[src/rtl/core/tlb_lookup_clock_replace_macros.svh]
// Assertion macros for the TLB lookup block.
// Included by the top level; no other dependencies.
`ifndef TLB_LOOKUP_CLOCK_REPLACE_MACROS_SVH
`define TLB_LOOKUP_CLOCK_REPLACE_MACROS_SVH

// Same-cycle implication, checked outside reset.
`define TLBC_ASSERT_NOW(label, clk, rst_n, ante, cons) \
    label: assert property (@(posedge clk) disable iff (!rst_n) (ante) |-> (cons)) \
        else $error("tlb assertion failed");

// Next-cycle implication, checked outside reset.
`define TLBC_ASSERT_NEXT(label, clk, rst_n, ante, cons) \
    label: assert property (@(posedge clk) disable iff (!rst_n) (ante) |=> (cons)) \
        else $error("tlb assertion failed");

`endif

[src/rtl/core/tlbclk_pkg.sv]
// Shared types and constants for the TLB lookup block.
// No dependencies.
package tlbclk_pkg;

    localparam int ENTRIES = 16;
    localparam int IDX_W   = (ENTRIES > 1) ? $clog2(ENTRIES) : 1;
    localparam int VPN_W   = 20;
    localparam int PFN_W   = 20;
    localparam int OUT_IDX_W = 4;
    localparam int CNT_W   = 32;

    typedef struct packed {
        logic [VPN_W-1:0] vpn;
        logic             is_write;
        logic [PFN_W-1:0] walk_pfn;
    } req_t;

    typedef struct packed {
        logic [PFN_W-1:0]     pfn;
        logic                 hit;
        logic [OUT_IDX_W-1:0] entry_index;
        logic [CNT_W-1:0]     hit_total;
    } resp_t;

    typedef enum logic [1:0] {
        ST_IDLE,
        ST_LOOKUP,
        ST_UPDATE
    } state_t;

    typedef struct packed {
        logic load;
        logic lookup;
        logic commit;
    } cmd_t;

endpackage

[src/rtl/core/tlb_lookup_clock_replace.sv]
// Top level of the fully associative TLB with second-chance replacement.
// Depends on tlbclk_pkg, tlbclk_ctrl, tlbclk_dp and the assertion macros.
//
// Usage:
//   Request channel (req_valid, req_stall, req) carries one access word:
//   vpn, is_write and the frame from the page-table walk. Response channel
//   (resp_valid, resp_stall, resp) returns one word per access: frame, hit
//   flag, entry index and the running hit count.
//   A request is captured into the request register. The lookup step then
//   compares all tags in parallel and runs the victim scan; the update step
//   updates the entry stores and loads the response register.
//   The controller runs each access as a lookup step then an update step
//   and takes no request during the lookup; the next request is taken in
//   the same cycle as the update of the current one.
//   When the receiver stalls, the response register holds its word and the
//   block keeps working until a second finished access has nowhere to go;
//   it then holds in the update step and stalls the request side.
//   Reset clears valid, used and dirty bits, the hit count and all handshake
//   state; tag and frame stores are written on fill only.
`include "tlb_lookup_clock_replace_macros.svh"

module tlb_lookup_clock_replace (
    input  logic                clk,
    input  logic                rst_n,
    input  logic                req_valid,
    output logic                req_stall,
    input  tlbclk_pkg::req_t    req,
    output logic                resp_valid,
    input  logic                resp_stall,
    output tlbclk_pkg::resp_t   resp
);

    tlbclk_pkg::cmd_t cmd;

    tlbclk_ctrl u_ctrl (
        .clk        (clk),
        .rst_n      (rst_n),
        .req_valid  (req_valid),
        .req_stall  (req_stall),
        .resp_valid (resp_valid),
        .resp_stall (resp_stall),
        .cmd        (cmd)
    );

    tlbclk_dp u_dp (
        .clk   (clk),
        .rst_n (rst_n),
        .cmd   (cmd),
        .req   (req),
        .resp  (resp)
    );

    `TLBC_ASSERT_NOW(a_commit_room, clk, rst_n, cmd.commit, !(resp_valid && resp_stall))
    `TLBC_ASSERT_NEXT(a_take_then_lookup, clk, rst_n, req_valid && !req_stall, cmd.lookup)
    `TLBC_ASSERT_NOW(a_lookup_blocks_req, clk, rst_n, cmd.lookup, req_stall && !cmd.commit)
    `TLBC_ASSERT_NEXT(a_commit_shows, clk, rst_n, cmd.commit, resp_valid)

endmodule

[src/rtl/core/tlbclk_ctrl.sv]
// Controller for the TLB lookup block: access sequencing and handshakes.
// Depends on tlbclk_pkg.
module tlbclk_ctrl (
    input  logic                clk,
    input  logic                rst_n,
    input  logic                req_valid,
    output logic                req_stall,
    output logic                resp_valid,
    input  logic                resp_stall,
    output tlbclk_pkg::cmd_t    cmd
);

    tlbclk_pkg::state_t state_reg;
    tlbclk_pkg::state_t state_next;
    logic               resp_valid_reg;
    logic               resp_valid_next;
    logic               out_free;
    logic               take;

    always_ff @(posedge clk or negedge rst_n)
    begin
        if (!rst_n)
        begin
            state_reg      <= tlbclk_pkg::ST_IDLE;
            resp_valid_reg <= 1'b0;
        end
        else
        begin
            state_reg      <= state_next;
            resp_valid_reg <= resp_valid_next;
        end
    end

    always_comb
    begin
        out_free    = !resp_valid_reg || !resp_stall;
        cmd.commit  = (state_reg == tlbclk_pkg::ST_UPDATE) && out_free;
        cmd.lookup  = (state_reg == tlbclk_pkg::ST_LOOKUP);
        req_stall   = !((state_reg == tlbclk_pkg::ST_IDLE) || cmd.commit);
        take        = req_valid && !req_stall;
        cmd.load    = take;
        state_next  = state_reg;
        unique case (state_reg)
            tlbclk_pkg::ST_IDLE:
            begin
                if (take)
                begin
                    state_next = tlbclk_pkg::ST_LOOKUP;
                end
            end
            tlbclk_pkg::ST_LOOKUP:
            begin
                state_next = tlbclk_pkg::ST_UPDATE;
            end
            tlbclk_pkg::ST_UPDATE:
            begin
                if (cmd.commit)
                begin
                    state_next = take ? tlbclk_pkg::ST_LOOKUP : tlbclk_pkg::ST_IDLE;
                end
            end
            default:
            begin
                state_next = tlbclk_pkg::ST_IDLE;
            end
        endcase
        resp_valid_next = cmd.commit || (resp_valid_reg && resp_stall);
    end

    assign resp_valid = resp_valid_reg;

endmodule

[src/rtl/core/tlbclk_dp.sv]
// Datapath for the TLB lookup block: entry stores, tag compare, victim scan,
// hit counter and result register. Depends on tlbclk_pkg.
module tlbclk_dp (
    input  logic                clk,
    input  logic                rst_n,
    input  tlbclk_pkg::cmd_t    cmd,
    input  tlbclk_pkg::req_t    req,
    output tlbclk_pkg::resp_t   resp
);

    localparam int N  = tlbclk_pkg::ENTRIES;
    localparam int IW = tlbclk_pkg::IDX_W;

    tlbclk_pkg::req_t               req_reg;
    tlbclk_pkg::resp_t              resp_reg;
    logic [N-1:0]                   valid_reg;
    logic [N-1:0]                   used_reg;
    logic [N-1:0]                   dirty_reg;
    logic [tlbclk_pkg::VPN_W-1:0]   tag_mem [N];
    logic [tlbclk_pkg::PFN_W-1:0]   frame_mem [N];
    logic [tlbclk_pkg::CNT_W-1:0]   count_reg;

    logic                           hit_reg;
    logic [IW-1:0]                  idx_reg;
    logic [N-1:0]                   clr_reg;

    logic                           hit_next;
    logic [IW-1:0]                  idx_next;
    logic [N-1:0]                   clr_next;
    logic [N-1:0]                   match;
    logic [IW-1:0]                  hit_idx;
    logic [IW-1:0]                  vic_idx;
    logic                           vic_found;
    logic [IW+tlbclk_pkg::OUT_IDX_W-1:0] idx_ext;

    always_comb
    begin
        hit_next  = 1'b0;
        hit_idx   = '0;
        vic_idx   = '0;
        vic_found = 1'b0;
        clr_next  = '0;
        for (int e = 0; e < N; e++)
        begin
            match[e] = valid_reg[e] && (tag_mem[e] == req_reg.vpn);
            if (!hit_next && match[e])
            begin
                hit_next = 1'b1;
                hit_idx  = IW'(e);
            end
            if (!vic_found)
            begin
                if (!valid_reg[e] || !used_reg[e])
                begin
                    vic_found = 1'b1;
                    vic_idx   = IW'(e);
                end
                else
                begin
                    clr_next[e] = 1'b1;
                end
            end
        end
        idx_next = hit_next ? hit_idx : vic_idx;
    end

    always_ff @(posedge clk)
    begin
        if (cmd.load)
        begin
            req_reg <= req;
        end
        if (cmd.lookup)
        begin
            hit_reg <= hit_next;
            idx_reg <= idx_next;
            clr_reg <= clr_next;
        end
        if (cmd.commit && !hit_reg)
        begin
            tag_mem[idx_reg]   <= req_reg.vpn;
            frame_mem[idx_reg] <= req_reg.walk_pfn;
        end
        if (cmd.commit)
        begin
            resp_reg.hit         <= hit_reg;
            resp_reg.entry_index <= idx_ext[tlbclk_pkg::OUT_IDX_W-1:0];
            resp_reg.pfn         <= hit_reg ? frame_mem[idx_reg] : req_reg.walk_pfn;
            resp_reg.hit_total   <= hit_reg ? count_reg + 1'b1 : count_reg;
        end
    end

    assign idx_ext = {{tlbclk_pkg::OUT_IDX_W{1'b0}}, idx_reg};

    always_ff @(posedge clk or negedge rst_n)
    begin
        if (!rst_n)
        begin
            valid_reg <= '0;
            used_reg  <= '0;
            dirty_reg <= '0;
            count_reg <= '0;
        end
        else if (cmd.commit)
        begin
            if (hit_reg)
            begin
                count_reg         <= count_reg + 1'b1;
                used_reg[idx_reg] <= 1'b1;
                if (req_reg.is_write)
                begin
                    dirty_reg[idx_reg] <= 1'b1;
                end
            end
            else
            begin
                used_reg           <= (used_reg & ~clr_reg) | (N'(1) << idx_reg);
                valid_reg[idx_reg] <= 1'b1;
                dirty_reg[idx_reg] <= req_reg.is_write;
            end
        end
    end

    assign resp = resp_reg;

endmodule
[config.mk]
export PLATFORM = sky130hd
export DESIGN_NAME = tlb_lookup_clock_replace
export DESIGN_NICKNAME = d
export VERILOG_FILES = /design/src/rtl/core/tlbclk_pkg.sv /design/src/rtl/core/tlb_lookup_clock_replace.sv /design/src/rtl/core/tlbclk_ctrl.sv /design/src/rtl/core/tlbclk_dp.sv
export VERILOG_INCLUDE_DIRS = /design/src /design/src/rtl/core
export SDC_FILE = /design/constraint.sdc
export NUM_CORES = 1
export LEC_CHECK = 0
export BUFFER_PORTS_ARGS = -buffer_cell sky130_fd_sc_hd__buf_2
export CORE_AREA = 5 5 309 311
export CTS_CLUSTER_DIAMETER = 120
export DETAILED_ROUTE_END_ITERATION = 10
export DIE_AREA = 0 0 314 316
export PLACE_DENSITY_LB_ADDON = 0.25
export SETUP_SLACK_MARGIN = 0.3
export SYNTH_ARGS = -nofsm -noshare
export SYNTH_HDL_FRONTEND = slang
export SYNTH_HIERARCHICAL = 1
export SYNTH_SLANG_ARGS = --single-unit
[constraint.sdc]
create_clock -name clk -period 5.8 [get_ports clk]
set_input_delay 0.29 -clock clk [delete_from_list [all_inputs] [get_ports clk]]
set_output_delay 0.29 -clock clk [all_outputs]
set_load 0.005 [all_outputs]
==> metrics.txt, run 1 <==
outcome completed; initial antenna violation count 0; die area 99200 µm²; first-pass GRT wire length 111000 µm; Final Max Tran Viols 0; Synth cell types 55; Cell Area, Synth 33000 µm²; filler cell count 8226; Skew-Pair Late Insertion Delay 630 ps; H-Tree Depth 3; Hold Path Origin req[27]; GRT Util Overall 14.8%; P_leak 0.0126 µW; Sink Count 825; Slew headroom 14.2%; Yosys top cell by area edfxtp_1; register area share after synthesis 74.0%; TritonCTS clock tree yes; Worst R2R Setup Slack 2000 ps; input/output buffers 102; power per cell area 352 nW/µm²; Synth Net Count 1896; TNS Setup 0 ps; CP Max Fanout 44; Tmin final 3800 ps; vias in the first global route 17343; drt drc 0; hold violation total from the final report 0; drt via density 4.97; total CTS buffers 88; Seq cells post-synth 825; RD Place Congestion 0.786; 1st-iter DRT viols 1128; critical path endpoint category flip-flop; core area 92500 µm²; fmax 263 MHz; syn avg cell area 17.8 µm²; Req. time, crit path 6120 ps; Area Overhead vs Synth 16.3%; largest net degree at the start of global routing 86; Initial Util 35.7%; clk root buf clkbuf_16; Ys Warns 6; CP startpoint u_ctrl/state_reg[0]; clock transition at the registers of the reported paths 60 ps; Placed Area 35100 µm²; I/O pins 104; Worst-Margin Slew 1280 ps; total number of vias 16569; critical path startpoint category flip-flop; Clock Path Buffers 3; chip width 314 µm; Final Setup Violations 0; Synth top area share 69.0%; crit share post-route 65.4%; Detailed Route WL 74400 µm; Syn Inst Count 1850; most frequent cells in the layout edfxtp_1 (758), xnor2_1 (293), nand2_1 (133); routed len/inst 22.3 µm; HP Class primary input to flip-flop; Max-Cap Viols 0; Setup CP Type flip-flop to flip-flop; die span in y 316 µm; first-pass iteration count of the detailed router 5; Final ANT Viol Nets 0; ant diodes 0; post-detail-place hpwl 43400 µm; skew final 14.4 ps; Layout Nets 2108; top post-synthesis cells by area edfxtp_1 (69%), xnor2_1 (7.8%), mux4_2 (6.8%); crit path DAT 4120 ps; Overflow after GRT 0; commonest non-fill, non-tap cell in the layout edfxtp_1; Rows 112; RSZ-0062 raised after global routing no; share of cells above drive strength 1 20.8%; R2R Path Start u_ctrl/state_reg[0]; fin area 38400 µm²; maximum vdd drop 0.000222 V
==> per-layer routing <==
metal	up-vias	track usage, %	share of wire, %
met3	105	2.55	4.8
met4	0	3.79	2.0
met2	398	25.0	49
li1	7436	-	-
met1	8630	20.3	44
met5	-	0	0
==> cells in the mapped netlist, drive strengths merged <==
| cell | n |
|---|---|
| edfxtp | 758 |
| xnor2 | 293 |
| nand2 | 133 |
| mux4 | 100 |
| xor2 | 89 |
| nand4 | 82 |
| dfrtp | 67 |
| buf | 62 |
| nor2 | 48 |
| nand3 | 40 |
| nor4 | 33 |
| clkbuf | 25 |
| or2 | 21 |
| o21ai | 15 |
| inv | 13 |
| and3 | 12 |
| a21oi | 7 |
| nand2b | 6 |
| o31ai | 6 |
| and2 | 5 |
| nor3 | 5 |
| a311oi | 3 |
| mux2 | 3 |
| nor2b | 3 |
| or3 | 3 |
| a21boi | 2 |
| a31oi | 2 |
| nand3b | 2 |
| a211o | 1 |
| a22oi | 1 |
| a31o | 1 |
| and4 | 1 |
| ha | 1 |
| nand4b | 1 |
| o2111a | 1 |
| o2111ai | 1 |
| o21a | 1 |
| o21bai | 1 |
| o311ai | 1 |
| or3b | 1 |
==> worst paths after layout <==
path,end,cells after the start
worst max-delay path,u_dp/frame_mem[5][3],6
worst min-delay path,u_dp/req_reg[27],2
min in group asynchronous,u_dp/count_reg[16],3
max in group asynchronous,u_dp/valid_reg[13],3
worst max register to register,u_dp/frame_mem[5][3],6
worst min register to register,u_dp/count_reg[17],1
==> critical path, stage by stage (launching register included) <==
cell      delay, ps
dfrtp_1         440
nand2b_1        230
a21oi_4         130
buf_4           480
nand3b_1        590
nor2_4         1160
buf_4           380
==> final cells by class <==
cell class / count / area (µm²) / area share (%)
clock buffers: 106 / 2310 / 6.02
flip-flops and latches: 825 / 24400 / 63.6
well taps: 1197 / 1500 / 3.90
clock inverters: 58 / 536 / 1.39
repair buffers: 209 / 1450 / 3.77
multi-input cells: 925 / 8120 / 21.1
inverters: 13 / 48.8 / 0.127
==> logic make-up after synthesis <==
family	share of synthesized area (%)
AND/OR/NAND/NOR	6.18
XOR/XNOR	10.1
AO/OA/AOI/OAI	0.841
multiplexers	6.92
flip-flops	74.0
adder cells (fa/ha/maj)	0.0379
buffers and inverters	1.85
==> power by group <==
part | internal (µW) | leakage [µW] | switching [µW] | total [µW]
combinational | 494 | 0.00346 | 590 | 1080
sequential | 6740 | 0.00775 | 206 | 6940
clock | 3210 | 0.00139 | 2290 | 5500
total | 10400 | 0.0126 | 3090 | 13500
==> per-stage QoR <==
step / hold WS [ps] / instances / power (µW) / setup slack [ps] / utilization (%)
floorplan: -5.59 / 1850 / 7750 / 754 / -
global placement: 467 / 3126 / 8130 / 2050 / 38.0
detailed placement: 468 / 3126 / 8150 / 1920 / 38.0
CTS: 309 / 3333 / 13700 / 1910 / 41.5
global route: 322 / 3333 / 14100 / 1730 / 41.5
finish: 359 / 3333 / 13500 / 2000 / 41.5
==> timing repair <==
action | in CTS | in global routing
hold buffers | 43 | 0
setup buffers | 0 | 0
endpoints found under the hold margin | 110 | 0
resized for setup | 0 | 0
Power figures use the tool's default switching activity.
==> run 2, diff against run 1 <==
- clock period: 5.8 -> 3.25 ns (I/O delays scaled with it)
==> metrics.txt, run 2 (same netlist as run 1, synthesis figures left out) <==
Layout Nets 2157; share of cells above drive strength 1 22.6%; Setup CP Type flip-flop to flip-flop; Tmin final 2810 ps; first-pass GRT wire length 111000 µm; Multi-input gate area 8160 µm²; Overflow after GRT 0; outcome completed; I/O pins 104; ant diodes 0; post-detail-place hpwl 42900 µm; register cell area after layout 24400 µm²; Slew headroom 39.2%; H-Tree Depth 3; crit share post-route 86.3%; Area Overhead vs Synth 19.0%; CP Max Fanout 24; RD Place Congestion 0.781; Final Setup Violations 0; input/output buffers 102; Pwr Total 24400 µW; TNS Setup 0 ps; critical path startpoint category flip-flop; GRT Util Overall 14.9%; HP Class primary input to flip-flop; most frequent cells in the layout edfxtp_1 (758), xnor2_1 (293), nand2_1 (133); crit path DAT 3180 ps; Req. time, crit path 3630 ps; DP Cell Count 3165; Placed Area 35800 µm²; 1st-iter DRT viols 1362; Max-Cap Viols 0; P_leak 0.0130 µW; total number of vias 16685; Hold Slack 233 ps; clk root buf clkbuf_16; total CTS buffers 90; first-pass iteration count of the detailed router 5; vias in the first global route 17443; clock transition at the registers of the reported paths 60 ps; Worst-Margin Slew 911 ps; critical path, cell by cell buf_4 > xnor2_1 > nand4_1 > nor4_2 > buf_4 > nand4_1 > nand3_1 > nor3_1 > nand2_1 > mux2_2; fmax 356 MHz; RSZ-0062 raised after global routing no; Initial Util 35.7%; non-filler instance count after layout 3381; Rows 112; Detailed Route WL 74300 µm; largest stage delay on the critical path 390 ps; chip width 314 µm; critical path endpoint category flip-flop; die area 99200 µm²; routed len/inst 22.0 µm; die span in y 316 µm; commonest non-fill, non-tap cell in the layout edfxtp_1; Skew-Pair Late Insertion Delay 640 ps; largest net degree at the start of global routing 70; TritonCTS clock tree yes; Sink Count 825; power per cell area 622 nW/µm²; slowest stage cell, crit path buf_4; drt drc 0; Clock Path Buffers 3; maximum vdd drop 0.000391 V; skew final 20.4 ps; drt via density 4.93; fin area 39300 µm²; filler cell count 8136; Final Max Tran Viols 0; initial antenna violation count 2; core area 92500 µm²; Final ANT Viol Nets 0; hold violation total from the final report 0
==> run 2: per-layer routing <==
layer  track usage, %  routed length, µm  vias to the layer above  share of wire (%)
met5                0                 13                        -              0.017
met4             4.27               1470                        2                2.0
met3             2.47               3760                       94                5.1
met2             24.3              35500                      419                 48
met1             20.8              33600                     8631                 45
li1                 -                  -                     7539                  -
==> run 2: worst paths after layout <==
| path | startpoint | endpoint | slack (ps) | cells past startpoint |
|---|---|---|---|---|
| worst max-delay path | u_dp/req_reg[29] | u_dp/idx_reg[1] | 440 | 10 |
| worst min-delay path | req[2] | u_dp/req_reg[2] | 230 | 2 |
| worst max register to register | u_dp/req_reg[29] | u_dp/idx_reg[1] | 440 | 10 |
| worst min register to register | u_dp/count_reg[31] | u_dp/count_reg[31] | 500 | 1 |
| max in group asynchronous | rst_n | u_dp/used_reg[2] | 2380 | 3 |
| min in group asynchronous | rst_n | u_dp/count_reg[18] | 280 | 3 |
==> run 2: critical path: cells and delay by family, from the launching register on <==
family	cells	cell delay, ps
flip-flops	1	350
XOR/XNOR	1	170
AND/OR/NAND/NOR	6	1090
multiplexers	1	330
buffers and inverters	2	570
==> run 2: power breakdown <==
group	internal, µW	switching [µW]	leakage, µW	total, µW
Combinational	974	1090	0.00383	2060
Sequential	12000	361	0.00775	12400
Clock	5900	4080	0.00142	9980
==> run 2: metrics by stage <==
step	util (%)	worst slack, ps
floorplan	-	-50.0
global placement	38.7	272
detailed placement	38.7	275
CTS	42.4	310
global route	42.5	278
finish	42.5	444
==> run 2: final cells by class <==
class                      count  share of cell area [%]
inverter                      13                   0.124
tap                         1197                    3.81
clock inverter                48                    1.16
multi-input combinational    925                    20.8
clock buffer                 117                    6.26
sequential                   825                    62.2
timing repair buffer         256                    5.65
==> run 2: timing repair <==
action / 4_1_cts / 5_1_grt
setup endpoints to repair: 1 / 2
gates cloned: 0 / 0
hold endpoints to repair: 110 / 0
buffers inserted: 3 / 3
hold buffers: 45 / 0
gates resized for setup: 0 / 5
==> run 3, diff against run 2 <==
--- a/config.mk
+++ b/config.mk
@@ -9,6 +9,6 @@
 export BUFFER_PORTS_ARGS = -buffer_cell sky130_fd_sc_hd__buf_2
-export CORE_AREA = 5 5 309 311
+export CORE_AREA = 5 5 368 262
 export CTS_CLUSTER_DIAMETER = 120
 export DETAILED_ROUTE_END_ITERATION = 10
-export DIE_AREA = 0 0 314 316
+export DIE_AREA = 0 0 373 267
 export PLACE_DENSITY_LB_ADDON = 0.25
==> constraint.sdc (replaced) <==
create_clock -name clk -period 3.25 [get_ports clk]
set_input_delay 0.8125 -clock clk [delete_from_list [all_inputs] [get_ports clk]]
set_output_delay 0.8125 -clock clk [all_outputs]
set_load 0.01 [all_outputs]
==> metrics.txt, run 3 (same netlist as run 1, synthesis figures left out) <==
Hold Slack 212 ps; 1st-iter DRT viols 1434; I/O pins 104; initial antenna violation count 1; critical path, cell by cell buf_4 > buf_4 > xor2_1 > nor4_1 > nand4_1 > and3_1 > nand2_1 > mux2_2; vias in the first global route 16950; total number of vias 16579; non-filler instance count after layout 3388; Skew-Pair Late Insertion Delay 650 ps; first-pass iteration count of the detailed router 5; first-pass GRT wire length 110000 µm; TNS Setup 0 ps; DP Cell Count 3227; GRT Util Overall 14.7%; input/output buffers 102; final core utilization 41.7%; Largest delay share family, worst path simple AND/OR/NAND/NOR gates; filler cell count 8221; total CTS buffers 82; Final Max Tran Viols 0; Area Overhead vs Synth 17.2%; critical path endpoint category flip-flop; outcome completed; Final Setup Violations 0; RSZ-0062 raised after global routing no; critical path startpoint category flip-flop; Tmin final 2810 ps; RD Place Congestion 0.811; clk root buf clkbuf_16; cts hold-fix bufs 0; CP Max Fanout 14; clock transition at the registers of the reported paths 60 ps; Clock Path Buffers 3; core area 92800 µm²; TritonCTS clock tree yes; Max-Cap Viols 0; chip width 373 µm; skew final 24.7 ps; die area 99600 µm²; Rows 94; share of cells above drive strength 1 23.5%; largest net degree at the start of global routing 85; Slew headroom 59.5%; most frequent cells in the layout edfxtp_1 (758), xnor2_1 (292), nand2_1 (133); HP Class primary input to asynchronous set/reset pin; Detailed Route WL 73600 µm; Final ANT Viol Nets 0; crit path DAT 3200 ps; commonest non-fill, non-tap cell in the layout edfxtp_1; slowest stage cell, crit path edfxtp_1; maximum vdd drop 0.000379 V; ant diodes 0; P_leak 0.0127 µW; cell mode on critical path buf_4; largest stage delay on the critical path 540 ps; hold violation total from the final report 0; drt drc 0; power per cell area 608 nW/µm²; Worst-Margin Slew 602 ps; die span in y 267 µm; Setup CP Type flip-flop to flip-flop; Req. time, crit path 3640 ps; Initial Util 35.6%; drt via density 4.89; fmax 356 MHz; Layout Nets 2118; crit share post-route 86.3%; crit path buf inv count 2; H-Tree Depth 3; Sink Count 825; routed len/inst 21.7 µm; Overflow after GRT 0; post-detail-place hpwl 43200 µm
-- run 3: final cells by class --
cell class                      count  area (µm²)  area share (%)
Sequential cell                   825       24400            63.2
Tap cell                         1248        1560            4.04
Inverter                           13        48.8           0.126
Clock buffer                      100        2160            5.58
Clock inverter                     52         423            1.09
Multi-Input combinational cell    925        8180            21.1
Timing Repair Buffer              225        1880            4.87
-- run 3: repair_timing --
action                                  in CTS  in global routing
pin swaps                                    0                  1
setup buffers                                5                  4
gates resized for setup                      2                 11
endpoints found under the setup margin       4                  3
-- run 3: final timing paths --
check	startpoint	to	slack [ps]	cells after the start
max	u_dp/req_reg[38]	u_dp/idx_reg[1]	440	8
min	rst_n	u_dp/count_reg[16]	210	2
max reg2reg	u_dp/req_reg[38]	u_dp/idx_reg[1]	440	8
min reg2reg	u_dp/used_reg[15]	u_dp/used_reg[15]	500	2
max in group asynchronous	rst_n	u_dp/used_reg[10]	2630	2
min in group clk	req[32]	u_dp/req_reg[32]	330	1
-- run 3: metrics by stage --
| stage | instance area, µm² | total power, µW | setup slack (ps) |
|---|---|---|---|
| floorplan | 33200 | 13900 | -329 |
| global placement | 35900 | 14600 | 38.5 |
| detailed placement | 35900 | 14700 | 22.1 |
| CTS | 38600 | 23800 | 308 |
| global route | 38700 | 24500 | 305 |
| finish | 38700 | 23500 | 445 |
-- run 3: power breakdown --
group | internal (µW) | leakage [µW] | total [µW] | switching [µW]
combinational | 944 | 0.00374 | 2080 | 1130
clock | 5030 | 0.00125 | 9110 | 4090
sequential | 12000 | 0.00775 | 12300 | 326
-- run 3: per-layer routing --
layer	vias up	global-route usage, %	routed length (µm)
met4	0	3.37	1320
met2	374	22.0	32400
li1	7456	-	-
met5	-	0	0
met1	8659	22.2	36100
met3	90	2.83	3750
